--- src/rtl/ffba_pkg.sv ---
// Shared types and constants of the first-fit block allocator.
`default_nettype none

package ffba_pkg;

    // Pool and table geometry
    localparam int POOL_BYTES = 4096;
    localparam int MAX_BLOCKS = 64;
    localparam int OFF_W      = 12;
    localparam int SIZE_W     = 13;
    localparam int IDX_W      = $clog2(MAX_BLOCKS);
    localparam int CNT_W      = $clog2(MAX_BLOCKS + 1);

    localparam logic [SIZE_W-1:0] POOL_SIZE  = SIZE_W'(POOL_BYTES);
    localparam logic [CNT_W-1:0]  TABLE_FULL = CNT_W'(MAX_BLOCKS);

    // Request kinds
    typedef enum logic {
        OP_ALLOC = 1'b0,
        OP_FREE  = 1'b1
    } op_t;

    // Result codes
    typedef enum logic [1:0] {
        ST_OK         = 2'd0,
        ST_NO_FIT     = 2'd1,
        ST_NOT_ALLOC  = 2'd2,
        ST_TABLE_FULL = 2'd3
    } status_t;

    // One table entry: start offset and size of an allocated block
    typedef struct packed {
        logic [OFF_W-1:0]  start;
        logic [SIZE_W-1:0] size;
    } entry_t;

    typedef struct packed {
        op_t               opcode;
        logic [SIZE_W-1:0] alloc_size;
        logic [OFF_W-1:0]  block_offset;
    } req_t;

    typedef struct packed {
        status_t          status;
        logic [OFF_W-1:0] granted_offset;
    } rsp_t;

endpackage

`default_nettype wire

--- src/rtl/first_fit_block_allocator_top.sv ---
// Top level of the first-fit block allocator: stream ports and output register.
//
// Use: the slave channel takes one request word per handshake. s_tuser is the
// opcode (0 allocate, 1 free); s_tdata carries alloc_size and block_offset.
// Every request gives exactly one result word on the master channel: m_tuser
// is the status (0 ok, 1 no gap fits, 2 offset not allocated, 3 table full)
// and m_tdata the granted offset, zero unless an allocate succeeded.
// One request is worked on at a time. A request walks the block table in its
// memory one entry per cycle through the single read port, so the wait for a
// result grows with the number of blocks in use (up to 64); a full table or a
// zero size skips the walk. Inserting or removing an entry rides along in the
// same walk.
// The result sits in an output register; the next request is accepted while
// it waits. If the receiver stalls, the following result waits inside the
// walker and no further request is taken until it moves on.
// Reset (aresetn low, synchronous) empties the table; the memory contents
// need no clearing, since only entries below the block count are read.
`default_nettype none

module first_fit_block_allocator_top (
    input  wire logic        aclk,
    input  wire logic        aresetn,
    input  wire logic        s_tvalid,
    output logic             s_tready,
    input  wire logic [31:0] s_tdata,   // [12:0] alloc_size, [24:13] block_offset, zero above
    input  wire logic        s_tuser,   // [0] opcode
    output logic             m_tvalid,
    input  wire logic        m_tready,
    output logic [15:0]      m_tdata,   // [11:0] granted_offset, zero above
    output logic [1:0]       m_tuser    // [1:0] status
);

    ffba_pkg::req_t  req;
    ffba_pkg::rsp_t  rsp;
    logic            rsp_valid;
    logic            rsp_ready;

    logic            m_tvalid_reg;
    logic [15:0]     m_tdata_reg;
    logic [1:0]      m_tuser_reg;

    // Unpack the request word
    assign req.opcode       = ffba_pkg::op_t'(s_tuser);
    assign req.alloc_size   = s_tdata[12:0];
    assign req.block_offset = s_tdata[24:13];

    ffba_core u_core (
        .aclk      (aclk),
        .aresetn   (aresetn),
        .req_valid (s_tvalid),
        .req_ready (s_tready),
        .req       (req),
        .rsp_valid (rsp_valid),
        .rsp_ready (rsp_ready),
        .rsp       (rsp)
    );

    // Output register: load when empty or being drained
    assign rsp_ready = !m_tvalid_reg || m_tready;

    always_ff @(posedge aclk) begin
        if (!aresetn) begin
            m_tvalid_reg <= 1'b0;
        end else begin
            if (rsp_valid && rsp_ready) begin
                m_tvalid_reg <= 1'b1;
                m_tdata_reg  <= {4'b0, rsp.granted_offset};
                m_tuser_reg  <= rsp.status;
            end else if (m_tready) begin
                m_tvalid_reg <= 1'b0;
            end
        end
    end

    assign m_tvalid = m_tvalid_reg;
    assign m_tdata  = m_tdata_reg;
    assign m_tuser  = m_tuser_reg;

endmodule

`default_nettype wire

--- src/rtl/ffba_core.sv ---
// Table walker of the allocator: block table memory and request sequencer.
`default_nettype none

module ffba_core (
    input  wire logic          aclk,
    input  wire logic          aresetn,
    input  wire logic          req_valid,
    output logic               req_ready,
    input  wire ffba_pkg::req_t req,
    output logic               rsp_valid,
    input  wire logic          rsp_ready,
    output ffba_pkg::rsp_t     rsp
);

    typedef enum logic [2:0] {
        S_IDLE,
        S_SCAN,
        S_SHIFT,
        S_FIND,
        S_CLOSE,
        S_DONE
    } state_t;

    state_t                          state_reg, state_next;
    logic [ffba_pkg::CNT_W-1:0]      count_reg, count_next;
    logic [ffba_pkg::CNT_W-1:0]      idx_reg, idx_next;
    logic [ffba_pkg::SIZE_W-1:0]     size_reg, size_next;
    logic [ffba_pkg::OFF_W-1:0]      off_reg, off_next;
    logic [ffba_pkg::SIZE_W-1:0]     cand_reg, cand_next;
    ffba_pkg::entry_t                carry_reg, carry_next;
    ffba_pkg::status_t               status_reg, status_next;
    logic [ffba_pkg::OFF_W-1:0]      granted_reg, granted_next;

    // Block table: one write port, one registered read port
    ffba_pkg::entry_t                mem [ffba_pkg::MAX_BLOCKS];
    ffba_pkg::entry_t                rd_data_reg;
    logic [ffba_pkg::IDX_W-1:0]      rd_addr;
    logic                            wr_en;
    logic [ffba_pkg::IDX_W-1:0]      wr_addr;
    ffba_pkg::entry_t                wr_data;

    logic                            in_range;
    logic [ffba_pkg::SIZE_W-1:0]     entry_start;
    logic [ffba_pkg::SIZE_W-1:0]     gap;
    logic                            gap_fits;
    logic                            tail_fits;
    logic [ffba_pkg::CNT_W-1:0]      idx_prev;

    // Entry under test and the gap in front of it
    assign in_range    = (idx_reg < count_reg);
    assign entry_start = ffba_pkg::SIZE_W'(rd_data_reg.start);
    assign gap         = entry_start - cand_reg;
    assign gap_fits    = (entry_start >= cand_reg) && (gap >= size_reg);
    assign tail_fits   = (cand_reg <= ffba_pkg::POOL_SIZE) &&
                         ((ffba_pkg::POOL_SIZE - cand_reg) >= size_reg);
    assign idx_prev    = idx_reg - ffba_pkg::CNT_W'(1);

    // Always fetch the entry that the next cycle looks at
    assign rd_addr = idx_next[ffba_pkg::IDX_W-1:0];

    // Sequencer next state
    always_comb begin
        state_next   = state_reg;
        count_next   = count_reg;
        idx_next     = idx_reg;
        size_next    = size_reg;
        off_next     = off_reg;
        cand_next    = cand_reg;
        carry_next   = carry_reg;
        status_next  = status_reg;
        granted_next = granted_reg;
        wr_en        = 1'b0;
        wr_addr      = idx_reg[ffba_pkg::IDX_W-1:0];
        wr_data      = carry_reg;

        case (state_reg)
            S_IDLE: begin
                if (req_valid) begin
                    size_next    = req.alloc_size;
                    off_next     = req.block_offset;
                    cand_next    = '0;
                    idx_next     = '0;
                    granted_next = '0;
                    status_next  = ffba_pkg::ST_OK;
                    if (req.opcode == ffba_pkg::OP_FREE) begin
                        state_next = S_FIND;
                    end else if (count_reg == ffba_pkg::TABLE_FULL) begin
                        status_next = ffba_pkg::ST_TABLE_FULL;
                        state_next  = S_DONE;
                    end else if (req.alloc_size == '0) begin
                        status_next = ffba_pkg::ST_NO_FIT;
                        state_next  = S_DONE;
                    end else begin
                        state_next = S_SCAN;
                    end
                end
            end

            // Walk the gaps in address order
            S_SCAN: begin
                if (in_range) begin
                    idx_next = idx_reg + ffba_pkg::CNT_W'(1);
                    if (gap_fits) begin
                        wr_en        = 1'b1;
                        wr_data      = '{start: cand_reg[ffba_pkg::OFF_W-1:0], size: size_reg};
                        carry_next   = rd_data_reg;
                        granted_next = cand_reg[ffba_pkg::OFF_W-1:0];
                        state_next   = S_SHIFT;
                    end else begin
                        cand_next = entry_start + rd_data_reg.size;
                    end
                end else if (tail_fits) begin
                    wr_en        = 1'b1;
                    wr_data      = '{start: cand_reg[ffba_pkg::OFF_W-1:0], size: size_reg};
                    count_next   = count_reg + ffba_pkg::CNT_W'(1);
                    granted_next = cand_reg[ffba_pkg::OFF_W-1:0];
                    state_next   = S_DONE;
                end else begin
                    status_next = ffba_pkg::ST_NO_FIT;
                    state_next  = S_DONE;
                end
            end

            // Ripple the displaced entries one place up
            S_SHIFT: begin
                wr_en = 1'b1;
                if (in_range) begin
                    carry_next = rd_data_reg;
                    idx_next   = idx_reg + ffba_pkg::CNT_W'(1);
                end else begin
                    count_next = count_reg + ffba_pkg::CNT_W'(1);
                    state_next = S_DONE;
                end
            end

            // Look for the block that starts at the given offset
            S_FIND: begin
                if (in_range) begin
                    idx_next = idx_reg + ffba_pkg::CNT_W'(1);
                    if (rd_data_reg.start == off_reg) begin
                        state_next = S_CLOSE;
                    end
                end else begin
                    status_next = ffba_pkg::ST_NOT_ALLOC;
                    state_next  = S_DONE;
                end
            end

            // Close the hole: move each later entry one place down
            S_CLOSE: begin
                if (in_range) begin
                    wr_en    = 1'b1;
                    wr_addr  = idx_prev[ffba_pkg::IDX_W-1:0];
                    wr_data  = rd_data_reg;
                    idx_next = idx_reg + ffba_pkg::CNT_W'(1);
                end else begin
                    count_next = count_reg - ffba_pkg::CNT_W'(1);
                    state_next = S_DONE;
                end
            end

            // Hold the result until the output stage takes it
            S_DONE: begin
                if (rsp_ready) begin
                    state_next = S_IDLE;
                end
            end

            default: begin
                state_next = S_IDLE;
            end
        endcase
    end

    // State and result registers
    always_ff @(posedge aclk) begin
        if (!aresetn) begin
            state_reg <= S_IDLE;
            count_reg <= '0;
        end else begin
            state_reg   <= state_next;
            count_reg   <= count_next;
            idx_reg     <= idx_next;
            size_reg    <= size_next;
            off_reg     <= off_next;
            cand_reg    <= cand_next;
            carry_reg   <= carry_next;
            status_reg  <= status_next;
            granted_reg <= granted_next;
        end
    end

    // Table memory
    always_ff @(posedge aclk) begin
        if (wr_en) begin
            mem[wr_addr] <= wr_data;
        end
        rd_data_reg <= mem[rd_addr];
    end

    assign req_ready          = (state_reg == S_IDLE);
    assign rsp_valid          = (state_reg == S_DONE);
    assign rsp.status         = status_reg;
    assign rsp.granted_offset = granted_reg;

endmodule

`default_nettype wire

--- config.mk ---
export PLATFORM = sky130hd
export DESIGN_NAME = first_fit_block_allocator_top
export DESIGN_NICKNAME = d
export VERILOG_FILES = /design/src/rtl/ffba_pkg.sv /design/src/rtl/first_fit_block_allocator_top.sv /design/src/rtl/ffba_core.sv
export SDC_FILE = /design/constraint.sdc
export NUM_CORES = 2
export LEC_CHECK = 0
export BUFFER_PORTS_ARGS = -buffer_cell sky130_fd_sc_hd__buf_2
export CORE_UTILIZATION = 55
export CTS_CLUSTER_SIZE = 12
export DETAILED_ROUTE_END_ITERATION = 10
export PLACE_DENSITY = 0.7
export SLEW_MARGIN = 0
export SYNTH_ARGS = -nofsm -noshare
export SYNTH_HDL_FRONTEND = slang
export SYNTH_SLANG_ARGS = --single-unit
--- constraint.sdc ---
create_clock -name aclk -period 6.2 [get_ports aclk]
set_input_delay 1.24 -clock aclk [delete_from_list [all_inputs] [get_ports aclk]]
set_output_delay 1.24 -clock aclk [all_outputs]
set_load 0.02 [all_outputs]
==> impl_metrics.ini <==
[status]
status = finished clean

[logic_synthesis]
synthesis.area_per_instance_um2 = 17.5
cells_taking_the_most_area_after_synthesis = sky130_fd_sc_hd__edfxtp_1, sky130_fd_sc_hd__mux4_2, sky130_fd_sc_hd__mux2i_1
synth_async_sr_flop_share = 0
synth_seq_area_share = 0.745
synth_enable_flop_cells = 1698
ys_ff_latch = 1734
synth_top_cells_by_count = sky130_fd_sc_hd__edfxtp_1, sky130_fd_sc_hd__mux2i_1, sky130_fd_sc_hd__nand2_1, sky130_fd_sc_hd__nand3_1, sky130_fd_sc_hd__mux4_2
synth.distinct_cells = 69
synth.cell_area_mm2 = 0.0694
synth_most_common_cell = sky130_fd_sc_hd__edfxtp_1
portion_of_synthesized_cell_area_occupied_by_the_leading_cell_type = 0.735
yosys.area.top_type = sky130_fd_sc_hd__edfxtp_1
synth-main-ff-cell = sky130_fd_sc_hd__edfxtp_1
post_synth_inst_count = 3956
ys_warn_count = 0

[global_route]
grtUsageTotal = 0.277
global_route_wire_length_before_repair_mm = 253
globalRoute.totalOverflow = 0
vias_in_the_first_global_route = 37600
grt_antenna_before_repair = 9
grt_max_degree = 115

[worst_hold_path]
holdPathEnd = m_tdata[5]
min_from = u_core.granted_reg[5]
hold-path-cell-count = 0
hold_class = reg -> reg

[worst_setup_path]
worst-endpoint-arrival_ns = 6.37
critical_path.reg2reg.endpoint = u_core.mem[31][3]
worstReg2RegStart = u_core.entry_start[2]
worstPathMaxFanout = 40
end_kind = flip-flop
critical_path_class = reg -> reg
worst-endpoint-required_ns = 6.71
reg2reg_depth = 23
r2r_slack_ns = 0.34
start_kind = flip-flop

[clock_tree]
clockBufferDepth = 3
cts.sinks = 1734
post-cts-setup-buffers = 0
cts_max_level = 4
worst_skew_pair_latency_ns = 0.80
tritoncts.num_buffers = 175
cts_resized = 0
hold_buffers = 0
cts_tree = yes
cts.root.buffer_cell = sky130_fd_sc_hd__clkbuf_16
register_clock_pin_slew_on_the_reported_worst_setup_and_hold_paths_ns = 0.06

[routing]
wl_per_cell_um = 29.7
drc_errors = 0
vias_per_cell = 6.44
drt_iter0_drc = 4675
ant_nets = 0
totalWireLength_mm = 176
vias = 38200
dr.pass1.iters = 7

[layout]
largest_register_ff_count = 1600
synthToLayoutAreaGrowth_pct = 13.7
fraction_of_final_layout_cells_with_drive_strength_greater_than_1 = 0.193
ff_latch_area_mm2 = 0.0517
final.fill_count = 8495
multi_input_comb_area_mm2 = 0.0169
finish.net_count = 4295

[sta]
worst_hold_slack_ns = 0.415
slew_headroom = 0.239
rsz_0062_raised_after_global_routing = false
period_share = 0.945
totalNegativeSetupSlack_ns = 0
setup_violations = 0
final.min_clock_period_ns = 5.86
clock.fmax_mhz = 171
hold_viol_final = 0
fin_worst_skew_ns = 0.0361
final-max-slew-violation-count = 0
transition_time_at_the_pin_with_the_least_slew_margin_ns = 1.14

[place]
globalplace.congestion = 0.889
place.port_buffers = 45
dp_hpwl_mm = 105

[floorplan]
die_width_um = 357
die_area_mm2 = 0.128
io_pins = 57
placement_rows = 129
initial_util = 0.557
coreArea_mm2 = 0.124
height_of_the_chip_um = 357

[power]
static-leakage-power_uw = 0.0269
total_power_uw = 42000
power_density_mw_per_mm2 = 532
vdd_drop_max_mv = 0.676

[flow_run]
max_cap_viol_count = 0
[cells in the final DEF, fill, tap and decap left out, types with 23 or more instances in the layout]
cell	count
sky130_fd_sc_hd__clkbuf_1	55
sky130_fd_sc_hd__and3_1	23
sky130_fd_sc_hd__clkbuf_16	177
sky130_fd_sc_hd__a21oi_1	24
sky130_fd_sc_hd__a221o_2	25
sky130_fd_sc_hd__nor3_2	64
sky130_fd_sc_hd__buf_12	75
sky130_fd_sc_hd__o22ai_1	102
sky130_fd_sc_hd__mux2i_1	358
sky130_fd_sc_hd__nor2_1	69
sky130_fd_sc_hd__inv_1	52
sky130_fd_sc_hd__ha_1	64
sky130_fd_sc_hd__or3_1	29
sky130_fd_sc_hd__a21o_1	27
sky130_fd_sc_hd__dfxtp_1	36
sky130_fd_sc_hd__edfxtp_1	1698
sky130_fd_sc_hd__xnor2_1	28
sky130_fd_sc_hd__buf_2	45
sky130_fd_sc_hd__mux4_2	192
sky130_fd_sc_hd__a22oi_1	170
sky130_fd_sc_hd__nand3_1	193
sky130_fd_sc_hd__o21ai_0	24
sky130_fd_sc_hd__mux2_2	27
sky130_fd_sc_hd__buf_4	155
sky130_fd_sc_hd__nand2_1	304
sky130_fd_sc_hd__nand4_1	49
[cell type report]
type	count	share of cell area
tap	1637	0.0260
inverter	56	0.00281
clock buffer	238	0.0598
timing repair buffer	275	0.0366
antenna	3	0.0000952
sequential	1734	0.655
multi-input combinational	1949	0.215
clock inverter	43	0.00447
[cells by family after synthesis]
kind of cell,synth area share
DFF,0.745
adders and majority gates,0.0124
other,0.0000541
xor gates and xnor gates,0.00581
muxes,0.118
and+or+nand+nor,0.0552
buffers and inverters,0.0174
AOI/OAI and AO/OA,0.0454
[metal layers]
metal / vias up / wire length (um) / part of all wire / global-route usage
met1: 19600 / 69200 / 0.39 / 0.381
li1: 16300 / - / - / -
met3: 340 / 15500 / 0.088 / 0.0509
met4: 2 / 7580 / 0.043 / 0.121
met2: 1953 / 83700 / 0.48 / 0.438
met5: - / 7 / 0.000040 / 0
[worst max-delay path by stage]
stage                           from                 to  slack [ns]  depth (start not counted)
6_report       u_core.entry_start[2]  u_core.mem[31][3]        0.34                         23
5_1_grt        u_core.entry_start[2]  u_core.mem[55][3]        0.07                         23
4_1_cts        u_core.entry_start[2]  u_core.mem[31][3]        0.47                         23
3_5_place_dp   u_core.entry_start[2]  u_core.mem[49][3]        0.52                         23
3_3_place_gp   u_core.entry_start[2]  u_core.mem[19][3]        0.51                         23
2_1_floorplan     u_core.cand_reg[2]  u_core.mem[10][0]        0.11                         23
[through the flow]
step / cell area [um2] / std cells / util / setup WS [ns]
3_3_place_gp: 73800 / 5651 / 0.593 / 0.506
4_1_cts: 78900 / 5932 / 0.634 / 0.474
6_report: 78900 / 5935 / 0.634 / 0.339
3_5_place_dp: 73800 / 5651 / 0.593 / 0.519
5_1_grt: 78900 / 5932 / 0.634 / 0.0733
2_1_floorplan: 69400 / 3959 / - / 0.108
[power breakdown]
group / switching [uW] / total, uW / internal (uW)
registers: 365 / 15200 / 14800
clock network: 4260 / 9600 / 5340
logic: 10700 / 17200 / 6470
[worst max-delay path, cell delays in order (launching register included)]
cell and delay (ns):
sky130_fd_sc_hd__dfxtp_1 0.57, sky130_fd_sc_hd__ha_1 0.34, sky130_fd_sc_hd__nor2b_1 0.15, sky130_fd_sc_hd__o21ai_0 0.22, sky130_fd_sc_hd__a21boi_0 0.17, sky130_fd_sc_hd__o21a_1 0.21, sky130_fd_sc_hd__o21ai_0 0.15, sky130_fd_sc_hd__nand2b_1 0.08
sky130_fd_sc_hd__a21o_1 0.22, sky130_fd_sc_hd__a21o_1 0.18, sky130_fd_sc_hd__a21oi_1 0.16, sky130_fd_sc_hd__xnor2_1 0.09, sky130_fd_sc_hd__ha_1 0.30, sky130_fd_sc_hd__a21o_1 0.12, sky130_fd_sc_hd__a21o_1 0.10, sky130_fd_sc_hd__a21oi_1 0.07
sky130_fd_sc_hd__nor3b_1 0.14, sky130_fd_sc_hd__o211ai_1 0.07, sky130_fd_sc_hd__nand2_1 0.13, sky130_fd_sc_hd__o31ai_1 0.60, sky130_fd_sc_hd__and2_1 0.50, sky130_fd_sc_hd__buf_4 0.32, sky130_fd_sc_hd__a221o_2 0.20, sky130_fd_sc_hd__buf_4 0.43
Power figures use the tool's default switching activity.
